$ cat config.mk
export PLATFORM = sky130hd
export DESIGN_NAME = neighbor_table_worst_quality_replace_flat
export DESIGN_NICKNAME = d
export VERILOG_FILES = /design/src/ntwqr_pkg.sv /design/src/ntwqr_if.sv /design/src/neighbor_table_worst_quality_replace.sv /design/src/flat_wrapper.sv
export VERILOG_INCLUDE_DIRS = /design/src /design/src/src
export SDC_FILE = /design/constraint.sdc
export NUM_CORES = 1
export LEC_CHECK = 0
export ABC_AREA = 1
export BUFFER_PORTS_ARGS = -buffer_cell sky130_fd_sc_hd__clkbuf_2
export CORE_UTILIZATION = 44
export DETAILED_ROUTE_END_ITERATION = 7
export PLACE_DENSITY = 0.64
export SLEW_MARGIN = 10
export SYNTH_ARGS = -nofsm -noshare
export SYNTH_HDL_FRONTEND = slang
export SYNTH_SLANG_ARGS = --single-unit
$ cat constraint.sdc
create_clock -name clk_i -period 5.6 [get_ports clk_i]
set_input_delay 0 -clock clk_i [delete_from_list [all_inputs] [get_ports clk_i]]
set_output_delay 0 -clock clk_i [all_outputs]
set_load 0.05 [all_outputs]
$ cat src/assert_macros.svh
// Assertion macros used by the neighbor table RTL.
`ifndef ASSERT_MACROS_SVH
`define ASSERT_MACROS_SVH

`ifndef NO_ASSERTIONS

// Property must hold at every clock edge outside reset.
`define NT_ASSERT(name, clk, rst_n, prop) \
  name: assert property (@(posedge clk) disable iff (!rst_n) (prop)) \
    else $error("ntwqr assertion failed");

// Condition must never be true outside reset.
`define NT_ASSERT_NEVER(name, clk, rst_n, cond) \
  name: assert property (@(posedge clk) disable iff (!rst_n) !(cond)) \
    else $error("ntwqr forbidden condition seen");

`else

`define NT_ASSERT(name, clk, rst_n, prop)
`define NT_ASSERT_NEVER(name, clk, rst_n, cond)

`endif

`endif

$ cat src/ntwqr_pkg.sv
// Package: sizes, request and status codes, and sequencer states of the neighbor table.
`timescale 1ns / 1ps

package ntwqr_pkg;

  localparam int MAX_ENTRIES = 4;

  localparam int ADDR_W   = 16;
  localparam int QUAL_W   = 16;
  localparam int REQ_W    = 2;
  localparam int SLOT_W   = 2;
  localparam int STATUS_W = 2;
  localparam int COUNT_W  = 3;

  localparam int IDX_W   = (MAX_ENTRIES > 1) ? $clog2(MAX_ENTRIES) : 1;
  localparam int CNT_W   = $clog2(MAX_ENTRIES + 1);
  localparam int ENTRY_W = ADDR_W + QUAL_W;
  localparam int WIDE_W  = CNT_W + SLOT_W;

  localparam logic [REQ_W-1:0] REQ_ADD    = 2'd0;
  localparam logic [REQ_W-1:0] REQ_REMOVE = 2'd1;
  localparam logic [REQ_W-1:0] REQ_SEARCH = 2'd2;

  localparam logic [STATUS_W-1:0] STAT_DONE = 2'd0;
  localparam logic [STATUS_W-1:0] STAT_DUP  = 2'd1;
  localparam logic [STATUS_W-1:0] STAT_MISS = 2'd2;
  localparam logic [STATUS_W-1:0] STAT_BAD  = 2'd3;

  typedef enum logic [2:0] {
    S_IDLE,
    S_SCAN,
    S_RM_RD,
    S_RM_WR,
    S_RESP
  } nt_state_e;

endpackage

$ cat src/ntwqr_if.sv
// Request and response channel interfaces of the neighbor table.
`timescale 1ns / 1ps

interface ntwqr_req_if import ntwqr_pkg::*; ();
  logic              valid;
  logic              ready;
  logic [REQ_W-1:0]  req_type;
  logic [ADDR_W-1:0] peer_address;
  logic [QUAL_W-1:0] link_quality;
  logic [SLOT_W-1:0] slot_index;

  modport source (output valid, req_type, peer_address, link_quality, slot_index,
                  input ready);
  modport sink   (input valid, req_type, peer_address, link_quality, slot_index,
                  output ready);
endinterface

interface ntwqr_rsp_if import ntwqr_pkg::*; ();
  logic                valid;
  logic                ready;
  logic [STATUS_W-1:0] status;
  logic [SLOT_W-1:0]   result_slot;
  logic                evicted;
  logic [ADDR_W-1:0]   evicted_address;
  logic [QUAL_W-1:0]   found_quality;
  logic [COUNT_W-1:0]  entry_count;

  modport source (output valid, status, result_slot, evicted, evicted_address,
                  found_quality, entry_count, input ready);
  modport sink   (input valid, status, result_slot, evicted, evicted_address,
                  found_quality, entry_count, output ready);
endinterface

$ cat src/neighbor_table_worst_quality_replace.sv
// Top level: packed neighbor table with lowest-quality eviction.
//
//   channel  | dir | transaction carries
//   ---------+-----+------------------------------------------------------------
//   req_i    | in  | req_type, peer_address, link_quality, slot_index
//   rsp_o    | out | status, result_slot, evicted, evicted_address,
//            |     | found_quality, entry_count
//
// One request at a time. Add and search scan the valid slots through the entry
// RAM (one read per cycle, registered read data) until a hit; an add that misses
// fills a free slot or evicts the lowest-quality one. Remove moves the last entry
// into the freed slot; a rejected request goes straight to the response state.
// Reset clears the control registers, not the RAM; RAM contents are never read
// beyond the count. A result waits in the output register; a stalled output
// holds the next result in the response state until the register frees up.
`timescale 1ns / 1ps
`include "assert_macros.svh"

module neighbor_table_worst_quality_replace import ntwqr_pkg::*; (
  input  logic         clk_i,
  input  logic         rst_ni,
  ntwqr_req_if.sink    req_i,
  ntwqr_rsp_if.source  rsp_o
);

  // Entry RAM: {address, quality}
  logic [ENTRY_W-1:0] mem_q [MAX_ENTRIES];
  logic [ENTRY_W-1:0] rdata_q;
  logic               mem_we;
  logic [IDX_W-1:0]   mem_waddr;
  logic [ENTRY_W-1:0] mem_wdata;
  logic               rd_en;
  logic [IDX_W-1:0]   raddr;

  nt_state_e state_q, state_d;
  logic [CNT_W-1:0]  cnt_q, cnt_d;
  logic [CNT_W-1:0]  ptr_q, ptr_d;
  logic              pend_q, pend_d;
  logic [IDX_W-1:0]  cmp_idx_q, cmp_idx_d;
  logic [IDX_W-1:0]  worst_idx_q, worst_idx_d;
  logic [QUAL_W-1:0] worst_qual_q, worst_qual_d;
  logic [ADDR_W-1:0] worst_addr_q, worst_addr_d;

  logic [REQ_W-1:0]  rq_type_q, rq_type_d;
  logic [ADDR_W-1:0] rq_addr_q, rq_addr_d;
  logic [QUAL_W-1:0] rq_qual_q, rq_qual_d;
  logic [SLOT_W-1:0] rq_slot_q, rq_slot_d;

  logic [STATUS_W-1:0] res_status_q, res_status_d;
  logic [IDX_W-1:0]    res_slot_q, res_slot_d;
  logic                res_ev_q, res_ev_d;
  logic [ADDR_W-1:0]   res_ev_addr_q, res_ev_addr_d;
  logic [QUAL_W-1:0]   res_fq_q, res_fq_d;

  logic                out_valid_q, out_valid_d;
  logic                out_load;
  logic [STATUS_W-1:0] out_status_q;
  logic [SLOT_W-1:0]   out_slot_q;
  logic                out_ev_q;
  logic [ADDR_W-1:0]   out_ev_addr_q;
  logic [QUAL_W-1:0]   out_fq_q;
  logic [COUNT_W-1:0]  out_count_q;

  logic [ADDR_W-1:0] rd_addr;
  logic [QUAL_W-1:0] rd_qual;
  logic              match;

  assign rd_addr = rdata_q[ENTRY_W-1 -: ADDR_W];
  assign rd_qual = rdata_q[QUAL_W-1:0];
  assign match   = pend_q && (rd_addr == rq_addr_q);

  assign req_i.ready = (state_q == S_IDLE);

  always_ff @(posedge clk_i) begin
    if (mem_we) begin
      mem_q[mem_waddr] <= mem_wdata;
    end
    if (rd_en) begin
      rdata_q <= mem_q[raddr];
    end
  end

  always_comb begin
    state_d       = state_q;
    cnt_d         = cnt_q;
    ptr_d         = ptr_q;
    pend_d        = 1'b0;
    cmp_idx_d     = cmp_idx_q;
    worst_idx_d   = worst_idx_q;
    worst_qual_d  = worst_qual_q;
    worst_addr_d  = worst_addr_q;
    rq_type_d     = rq_type_q;
    rq_addr_d     = rq_addr_q;
    rq_qual_d     = rq_qual_q;
    rq_slot_d     = rq_slot_q;
    res_status_d  = res_status_q;
    res_slot_d    = res_slot_q;
    res_ev_d      = res_ev_q;
    res_ev_addr_d = res_ev_addr_q;
    res_fq_d      = res_fq_q;
    mem_we        = 1'b0;
    mem_waddr     = '0;
    mem_wdata     = '0;
    rd_en         = 1'b0;
    raddr         = '0;
    out_load      = 1'b0;

    case (state_q)
      S_IDLE: begin
        if (req_i.valid) begin
          rq_type_d     = req_i.req_type;
          rq_addr_d     = req_i.peer_address;
          rq_qual_d     = req_i.link_quality;
          rq_slot_d     = req_i.slot_index;
          ptr_d         = '0;
          res_status_d  = STAT_DONE;
          res_slot_d    = '0;
          res_ev_d      = 1'b0;
          res_ev_addr_d = '0;
          res_fq_d      = '0;
          case (req_i.req_type)
            REQ_ADD, REQ_SEARCH: state_d = S_SCAN;
            REQ_REMOVE: begin
              if (WIDE_W'(req_i.slot_index) >= WIDE_W'(cnt_q)) begin
                res_status_d = STAT_BAD;
                state_d      = S_RESP;
              end else begin
                state_d = S_RM_RD;
              end
            end
            default: begin
              res_status_d = STAT_BAD;
              state_d      = S_RESP;
            end
          endcase
        end
      end

      S_SCAN: begin
        // keep the first lowest-quality slot seen
        if (pend_q && ((cmp_idx_q == '0) || (rd_qual < worst_qual_q))) begin
          worst_idx_d  = cmp_idx_q;
          worst_qual_d = rd_qual;
          worst_addr_d = rd_addr;
        end
        if (match) begin
          res_slot_d = cmp_idx_q;
          if (rq_type_q == REQ_ADD) begin
            res_status_d = STAT_DUP;
          end else begin
            res_fq_d = rd_qual;
          end
          state_d = S_RESP;
        end else if (ptr_q < cnt_q) begin
          rd_en     = 1'b1;
          raddr     = ptr_q[IDX_W-1:0];
          pend_d    = 1'b1;
          cmp_idx_d = ptr_q[IDX_W-1:0];
          ptr_d     = ptr_q + CNT_W'(1);
        end else if (!pend_q) begin
          // scan finished without a hit
          if (rq_type_q == REQ_SEARCH) begin
            res_status_d = STAT_MISS;
          end else if (cnt_q < CNT_W'(MAX_ENTRIES)) begin
            mem_we     = 1'b1;
            mem_waddr  = cnt_q[IDX_W-1:0];
            mem_wdata  = {rq_addr_q, rq_qual_q};
            res_slot_d = cnt_q[IDX_W-1:0];
            cnt_d      = cnt_q + CNT_W'(1);
          end else begin
            mem_we        = 1'b1;
            mem_waddr     = worst_idx_q;
            mem_wdata     = {rq_addr_q, rq_qual_q};
            res_slot_d    = worst_idx_q;
            res_ev_d      = 1'b1;
            res_ev_addr_d = worst_addr_q;
          end
          state_d = S_RESP;
        end
      end

      S_RM_RD: begin
        rd_en   = 1'b1;
        raddr   = IDX_W'(cnt_q - CNT_W'(1));
        state_d = S_RM_WR;
      end

      S_RM_WR: begin
        // last entry fills the freed slot
        mem_we    = 1'b1;
        mem_waddr = IDX_W'(rq_slot_q);
        mem_wdata = rdata_q;
        cnt_d     = cnt_q - CNT_W'(1);
        state_d   = S_RESP;
      end

      S_RESP: begin
        if (!out_valid_q || rsp_o.ready) begin
          out_load = 1'b1;
          state_d  = S_IDLE;
        end
      end

      default: state_d = S_IDLE;
    endcase
  end

  always_comb begin
    if (out_load) begin
      out_valid_d = 1'b1;
    end else if (rsp_o.ready) begin
      out_valid_d = 1'b0;
    end else begin
      out_valid_d = out_valid_q;
    end
  end

  always_ff @(posedge clk_i or negedge rst_ni) begin
    if (!rst_ni) begin
      state_q     <= S_IDLE;
      cnt_q       <= '0;
      ptr_q       <= '0;
      pend_q      <= 1'b0;
      out_valid_q <= 1'b0;
    end else begin
      state_q     <= state_d;
      cnt_q       <= cnt_d;
      ptr_q       <= ptr_d;
      pend_q      <= pend_d;
      out_valid_q <= out_valid_d;
    end
  end

  always_ff @(posedge clk_i) begin
    cmp_idx_q     <= cmp_idx_d;
    worst_idx_q   <= worst_idx_d;
    worst_qual_q  <= worst_qual_d;
    worst_addr_q  <= worst_addr_d;
    rq_type_q     <= rq_type_d;
    rq_addr_q     <= rq_addr_d;
    rq_qual_q     <= rq_qual_d;
    rq_slot_q     <= rq_slot_d;
    res_status_q  <= res_status_d;
    res_slot_q    <= res_slot_d;
    res_ev_q      <= res_ev_d;
    res_ev_addr_q <= res_ev_addr_d;
    res_fq_q      <= res_fq_d;
    if (out_load) begin
      out_status_q  <= res_status_q;
      out_slot_q    <= SLOT_W'(res_slot_q);
      out_ev_q      <= res_ev_q;
      out_ev_addr_q <= res_ev_addr_q;
      out_fq_q      <= res_fq_q;
      out_count_q   <= COUNT_W'(cnt_q);
    end
  end

  assign rsp_o.valid           = out_valid_q;
  assign rsp_o.status          = out_status_q;
  assign rsp_o.result_slot     = out_slot_q;
  assign rsp_o.evicted         = out_ev_q;
  assign rsp_o.evicted_address = out_ev_addr_q;
  assign rsp_o.found_quality   = out_fq_q;
  assign rsp_o.entry_count     = out_count_q;

  `NT_ASSERT(a_cnt_range, clk_i, rst_ni, cnt_q <= CNT_W'(MAX_ENTRIES))
  `NT_ASSERT(a_accept_leaves_idle, clk_i, rst_ni,
             (req_i.valid && req_i.ready) |=> (state_q != S_IDLE))
  `NT_ASSERT(a_cnt_step, clk_i, rst_ni,
             (cnt_q != $past(cnt_q)) |-> ((cnt_q == $past(cnt_q) + CNT_W'(1)) ||
                                          (cnt_q + CNT_W'(1) == $past(cnt_q))))
  `NT_ASSERT_NEVER(a_no_write_idle, clk_i, rst_ni, mem_we && (state_q == S_IDLE))

endmodule

$ cat src/flat_wrapper.sv
// flat-port wrapper written by rule: the top's interface ports become plain ports
module neighbor_table_worst_quality_replace_flat import ntwqr_pkg::*;
  (clk_i, rst_ni, req_i_valid, req_i_req_type, req_i_peer_address, req_i_link_quality, req_i_slot_index, req_i_ready, rsp_o_valid, rsp_o_status, rsp_o_result_slot, rsp_o_evicted, rsp_o_evicted_address, rsp_o_found_quality, rsp_o_entry_count, rsp_o_ready);
  ntwqr_req_if req_i_i ();
  ntwqr_rsp_if rsp_o_i ();
  input  logic clk_i;
  input  logic rst_ni;
  input wire logic [$bits(req_i_i.valid)-1:0] req_i_valid;
  input wire logic [$bits(req_i_i.req_type)-1:0] req_i_req_type;
  input wire logic [$bits(req_i_i.peer_address)-1:0] req_i_peer_address;
  input wire logic [$bits(req_i_i.link_quality)-1:0] req_i_link_quality;
  input wire logic [$bits(req_i_i.slot_index)-1:0] req_i_slot_index;
  output wire logic [$bits(req_i_i.ready)-1:0] req_i_ready;
  output wire logic [$bits(rsp_o_i.valid)-1:0] rsp_o_valid;
  output wire logic [$bits(rsp_o_i.status)-1:0] rsp_o_status;
  output wire logic [$bits(rsp_o_i.result_slot)-1:0] rsp_o_result_slot;
  output wire logic [$bits(rsp_o_i.evicted)-1:0] rsp_o_evicted;
  output wire logic [$bits(rsp_o_i.evicted_address)-1:0] rsp_o_evicted_address;
  output wire logic [$bits(rsp_o_i.found_quality)-1:0] rsp_o_found_quality;
  output wire logic [$bits(rsp_o_i.entry_count)-1:0] rsp_o_entry_count;
  input wire logic [$bits(rsp_o_i.ready)-1:0] rsp_o_ready;
  assign req_i_i.valid = req_i_valid;
  assign req_i_i.req_type = req_i_req_type;
  assign req_i_i.peer_address = req_i_peer_address;
  assign req_i_i.link_quality = req_i_link_quality;
  assign req_i_i.slot_index = req_i_slot_index;
  assign req_i_ready = req_i_i.ready;
  assign rsp_o_valid = rsp_o_i.valid;
  assign rsp_o_status = rsp_o_i.status;
  assign rsp_o_result_slot = rsp_o_i.result_slot;
  assign rsp_o_evicted = rsp_o_i.evicted;
  assign rsp_o_evicted_address = rsp_o_i.evicted_address;
  assign rsp_o_found_quality = rsp_o_i.found_quality;
  assign rsp_o_entry_count = rsp_o_i.entry_count;
  assign rsp_o_i.ready = rsp_o_ready;
  neighbor_table_worst_quality_replace u_core (.clk_i(clk_i), .rst_ni(rst_ni), .req_i(req_i_i), .rsp_o(rsp_o_i));
endmodule
==> run summary, run 1 <==
Via-to-Cell Ratio = 4.83
Reg clk slew, reported paths = 0.06 ns
Initial antenna violation count = 0
Total Nets Final = 1290
WP data arrival = 3.69 ns
Gate Count Post-Synth = 1095
Final hold viol count = 0
CTS tree = done
DRC violations left = 0
Post-route ant nets = 0
Post-synth EDFFs = 309
Run status = finished, final reports clean
Post-Route WL = 26700 µm
Pre-CTS WS = 2.03 ns
RSZ-0062 raised after global routing = no
Pre-Repair DR Iteration Count = 5
Final Critical Period = 3.51 ns
Power density of the placed cells = 511 nW/µm²
GRT Total Usage = 17.9%
Hold WC Path Type = in2reg
PostCTS Resize Cnt = 0
Number of I/O pins = 82
Global route overflow = 0
Post-CTS setup buffer count = 0
Syn_area_per_cell = 12.1 µm²
Die footprint = 30800 µm²
Fin crit share = 62.8%
CTS H-Tree Depth = 2
Synth-to-layout area growth = 17.0%
Clock Sinks = 320
First-pass GRT wire length = 42300 µm
Final number of setup-violating endpoints = 0
Vias = 7921
Cts hold-fix bufs = 40
Vias in the first global route = 7836
Synth Register Bits = 320
Clock root buffer = clkbuf_16
Final Skew = 0.00887 ns
Most common cell after layout, fill and taps aside = edfxtp_1
Crit path capture type = flop
Core box area = 29600 µm²
Row Count = 63
YS warnings = 0
Worst slew pin tran = 1.11 ns
Clock Path Buffers = 3
Final WS setup = 2.09 ns
Die Width = 175 µm
Most frequent cells in the layout = edfxtp_1 (309), inv_1 (233), nand2_1 (181)
Die H = 175 µm
Avg WL per Cell = 16.3 µm
Leak = 6.56 nW
Worst vdd ir = 0.192 mV
CTS buffer count = 34
Fraction of registers with async set/reset = 3.44%
Worst path required time = 5.78 ns
Share of layout cells above drive strength 1 = 13.4%
Worst Setup Start Kind = flop
Clock Latency Late Sink = 0.50 ns
Initial core utilization = 44.7%
Largest net degree at the start of global routing = 65
Diode count = 0
Max-slew violation count = 0
Synth cell types = 33
Port-buffer cells = 81
DP Wirelength = 16500 µm
Syn Nets = 1157
Setup tns final = 0 ns
Gpl congestion = 0.901
Critical path class = reg2reg
Highest Clock Rate = 0.285 GHz
Crit Path Max Fanout = 22
Max-Cap Viols = 0
Post-synthesis cell area = 13200 µm²
Slew HR = 25.6%
Post-synthesis sequential area ratio = 72.2%
First DRT Iteration DRCs = 697
Primary FF master, synth = edfxtp_1
==> where the power goes <==
group | switching (mW) | internal [mW] | total [mW] | leakage (nW)
clock network | 0.849 | 1.25 | 2.09 | 0.504
registers | 0.258 | 3.48 | 3.74 | 3.03
logic | 1.55 | 0.528 | 2.07 | 3.02
total | 2.65 | 5.26 | 7.91 | 6.56
==> cells in the mapped netlist (2+ instances only) <==
cell	instances	area, µm²
dfrtp_1	11	275
xor2_1	4	35.0
inv_2	3	11.3
inv_1	233	875
xnor2_1	3	26.3
edfxtp_1	309	9280
a21oi_1	14	70.1
o22ai_1	13	81.3
nor2_8	2	40.0
buf_1	5	18.8
nand3_2	12	120
a32o_1	3	30.0
ha_1	22	275
nand3_1	131	656
o21ai_0	39	195
a21boi_0	2	15.0
a211oi_1	2	15.0
buf_2	17	85.1
buf_6	9	101
nand4_1	2	12.5
nor2_1	61	229
clkbuf_1	6	22.5
nand2_1	182	683
==> kinds of logic (layout without fill, tap and decap cells) <==
group / after synthesis / in the layout / synth area share [%]
DFF: 320 / 320 / 72.2
adders and majority gates: 22 / 22 / 2.08
and+or+nand+nor: 397 / 397 / 13.6
buffers and inverters: 274 / 429 / 8.46
AOI/OAI and AO/OA: 75 / 75 / 3.19
xor gates and xnor gates: 7 / 7 / 0.463
==> per-layer routing <==
layer	global-route usage [%]	vias up	share of wire, %
li1	-	3893	-
met1	24.3	3778	45
met2	29.6	210	48
met3	2.68	40	4.7
met4	5.51	0	1.9
met5	0	-	0
==> metrics by stage <==
| step | power (mW) | hold slack [ns] | area, µm² | utilization (%) | cells |
|---|---|---|---|---|---|
| after floorplan | 5.23 | -0.296 | 13200 | - | 1095 |
| after global placement | 5.81 | -0.0967 | 14100 | 47.4 | 1542 |
| after detailed placement | 5.86 | -0.0989 | 14100 | 47.4 | 1542 |
| after CTS | 7.98 | 0.191 | 15500 | 52.3 | 1640 |
| after global routing | 8.35 | 0.201 | 15500 | 52.3 | 1640 |
| final | 7.91 | 0.210 | 15500 | 52.3 | 1640 |
==> sequential cells by signal, indices dropped and copies added (netlist names), 3 cells and up <==
| signal | flops |
|---|---|
| u_core.rsp_o.entry_count | 3 |
| u_core.worst_qual_q | 16 |
| u_core.rq_qual_q | 16 |
| u_core.ptr_q | 3 |
| u_core.rq_addr_q | 16 |
| u_core.mem_q | 128 |
| u_core.state_q | 3 |
| u_core.rdata_q | 32 |
| u_core.cnt_q | 3 |
| u_core.res_ev_addr_q | 16 |
| u_core.worst_addr_q | 16 |
| u_core.rsp_o.found_quality | 16 |
| u_core.rsp_o.evicted_address | 16 |
| u_core.res_fq_q | 16 |
==> critical path, cell delays in order (launching register included) <==
cell,delay (ns)
dfrtp_1,0.46
inv_1,0.09
ha_1,0.30
nand2_1,0.07
o21ai_2,0.29
nand3_2,0.14
nor2_2,0.10
buf_4,0.30
nand2_1,0.09
o21ai_0,0.29
nand2_1,0.11
inv_1,0.54
buf_4,0.39
==> final timing paths <==
kind | start | to | slack [ns] | cells after the start
min reg2reg | u_core.res_ev_addr_q[12] | u_core.rsp_o.evicted_address[12] | 0.41 | 0
min in group asynchronous | rst_ni | u_core.cnt_q[2] | 0.56 | 3
max | u_core.cnt_q[2] | u_core.mem_q[3][14] | 2.09 | 12
max in group asynchronous | rst_ni | u_core.state_q[1] | 4.66 | 3
max reg2reg | u_core.cnt_q[2] | u_core.mem_q[3][14] | 2.09 | 12
min | req_i_link_quality[11] | u_core.rq_qual_q[11] | 0.21 | 2
==> final cells by class <==
type                            count  area (µm²)
Clock buffer                       49         971
Fill cell                        2543       14200
Tap cell                          390         488
Inverter                          237         892
Clock inverter                      9        63.8
Multi-Input combinational cell    501        2620
Timing Repair Buffer              134         903
Sequential cell                   320        9550
Note: power is estimated with default switching activity, not from simulation.
==> inputs of run 2 (changes only) <==
==> constraint.sdc (replaced) <==
create_clock -name clk_i -period 3.48 [get_ports clk_i]
set_input_delay 0 -clock clk_i [delete_from_list [all_inputs] [get_ports clk_i]]
set_output_delay 0 -clock clk_i [all_outputs]
set_load 0.05 [all_outputs]
==> run 2 against run 1 <==
  * Sequential share of layout area decreased by 0.31 points
  * Wire length decreased by 1.6%
  * Sequential power increased by 60%
  * Total power increased by 62%
  * Combinational power increased by 61%
  * Global-route usage decreased by 0.24 points
  * Final area increased by 0.50%
  * Critical path depth decreased by 1
  * Critical path type unchanged
==> run summary, run 2 (synthesis results as in run 1) <==
Run status = finished, final reports clean
PostCTS Resize Cnt = 0
Vias = 7924
Worst Setup Start Kind = flop
Largest regs = u_core.mem_q x128, u_core.rdata_q x32
Initial antenna violation count = 0
CTS H-Tree Depth = 2
Die Width = 175 µm
CTS buffer count = 35
Clock Latency Late Sink = 0.51 ns
Multi-input logic area = 2620 µm²
Global route overflow = 0
Final WS setup = 0.543 ns
Flip-flop count of the largest register after layout = 128
Diode count = 0
Non-Filler Instances = 1647
Fillers = 2510
Hold WC Path Type = in2reg
Initial core utilization = 44.7%
Critical path class = reg2reg
CTS tree = done
Final number of setup-violating endpoints = 0
Reg clk slew, reported paths = 0.06 ns
Number of I/O pins = 82
Pre-Repair DR Iteration Count = 5
Crit Path Max Fanout = 32
Setup tns final = 0 ns
Final hold slack = 0.208 ns
Worst vdd ir = 0.373 mV
Post-Route WL = 26300 µm
Worst slew pin tran = 0.804 ns
Power density of the placed cells = 821 nW/µm²
First-pass GRT wire length = 41600 µm
Leak = 6.60 nW
DRC violations left = 0
Final core utilization = 52.5%
Port-buffer cells = 81
Total Nets Final = 1295
Row Count = 63
Post-route ant nets = 0
Fin crit share = 84.4%
Power, Total = 12.8 mW
Die H = 175 µm
Most common cell after layout, fill and taps aside = edfxtp_1
Post-CTS setup buffer count = 0
Most frequent cells in the layout = edfxtp_1 (309), inv_1 (233), nand2_1 (181)
Clock Path Buffers = 3
Share of layout cells above drive strength 1 = 13.9%
Max-Cap Viols = 0
Gpl congestion = 0.834
Synth-to-layout area growth = 17.6%
GRT Total Usage = 17.6%
Storage cell area = 9550 µm²
Pre-CTS WS = 0.571 ns
Largest net degree at the start of global routing = 65
Crit path capture type = flop
Clock root buffer = clkbuf_16
Vias in the first global route = 7772
Highest Clock Rate = 0.340 GHz
Clock Sinks = 320
Finished Cell Area = 15600 µm²
Placement Cell Area = 14100 µm²
WP data arrival = 3.07 ns
RSZ-0062 raised after global routing = no
Core box area = 29600 µm²
Avg WL per Cell = 16.0 µm
First DRT Iteration DRCs = 650
Final Critical Period = 2.94 ns
Via-to-Cell Ratio = 4.81
Dpl cells = 1546
Worst path required time = 3.61 ns
DP Wirelength = 16000 µm
Final Skew = 0.0189 ns
Die footprint = 30800 µm²
Final hold viol count = 0
Slew HR = 46.4%
Largest Register = u_core.mem_q
Cts hold-fix bufs = 40
Max-slew violation count = 0
==> run 2: cell types whose count changed in the layout (fill, tap and decap cells not counted), sizes merged <==
cell	change
clkinv	+5
clkinvlp	+1
clkbuf	-3
buf	+4
==> run 2: worst max-delay path: stages (launching register included) <==
cell     delay, ns
dfrtp_1       0.46
inv_1         0.09
ha_1          0.29
nand2_1       0.06
o21ai_2       0.29
nand3_2       0.14
nor2_2        0.20
nand2_1       0.06
o21ai_0       0.28
inv_1         0.12
nor2_2        0.10
buf_4         0.44
==> run 2: power by group <==
part           switching [mW]  leakage (nW)  internal (mW)  total (mW)
Sequential              0.392          3.03           5.60        5.99
Clock                    1.40         0.520           2.04        3.45
Combinational            2.47          3.04          0.869        3.34
Total                    4.27          6.60           8.51        12.8
==> run 2: final timing paths <==
path	start	slack (ns)	cells past startpoint	end
min in group asynchronous	rst_ni	0.56	3	u_core.ptr_q[1]
max in group asynchronous	rst_ni	2.54	3	u_core.state_q[0]
worst min-delay path	req_i_peer_address[8]	0.21	2	u_core.rq_addr_q[8]
worst max-delay path	u_core.cnt_q[2]	0.54	11	u_core.mem_q[1][0]
worst max register to register	u_core.cnt_q[2]	0.54	11	u_core.mem_q[1][0]
worst min register to register	u_core.res_fq_q[6]	0.42	0	u_core.rsp_o.found_quality[6]
==> run 2: layer usage <==
metal / global-route usage (%) / up-vias / wire length [µm]
met3: 2.68 / 47 / 1330
met1: 23.5 / 3769 / 11600
met2: 29.6 / 203 / 12800
met4: 5.80 / 0 / 603
li1: - / 3905 / -
met5: 0 / - / 0
==> run 2: layout make-up <==
cell class              count  area share (%)
flip-flops and latches    320            61.4
multi-input cells         501            16.8
clock buffers              46            6.29
repair buffers            138            6.08
inverters                 237            5.73
well taps                 390            3.14
clock inverters            15           0.579
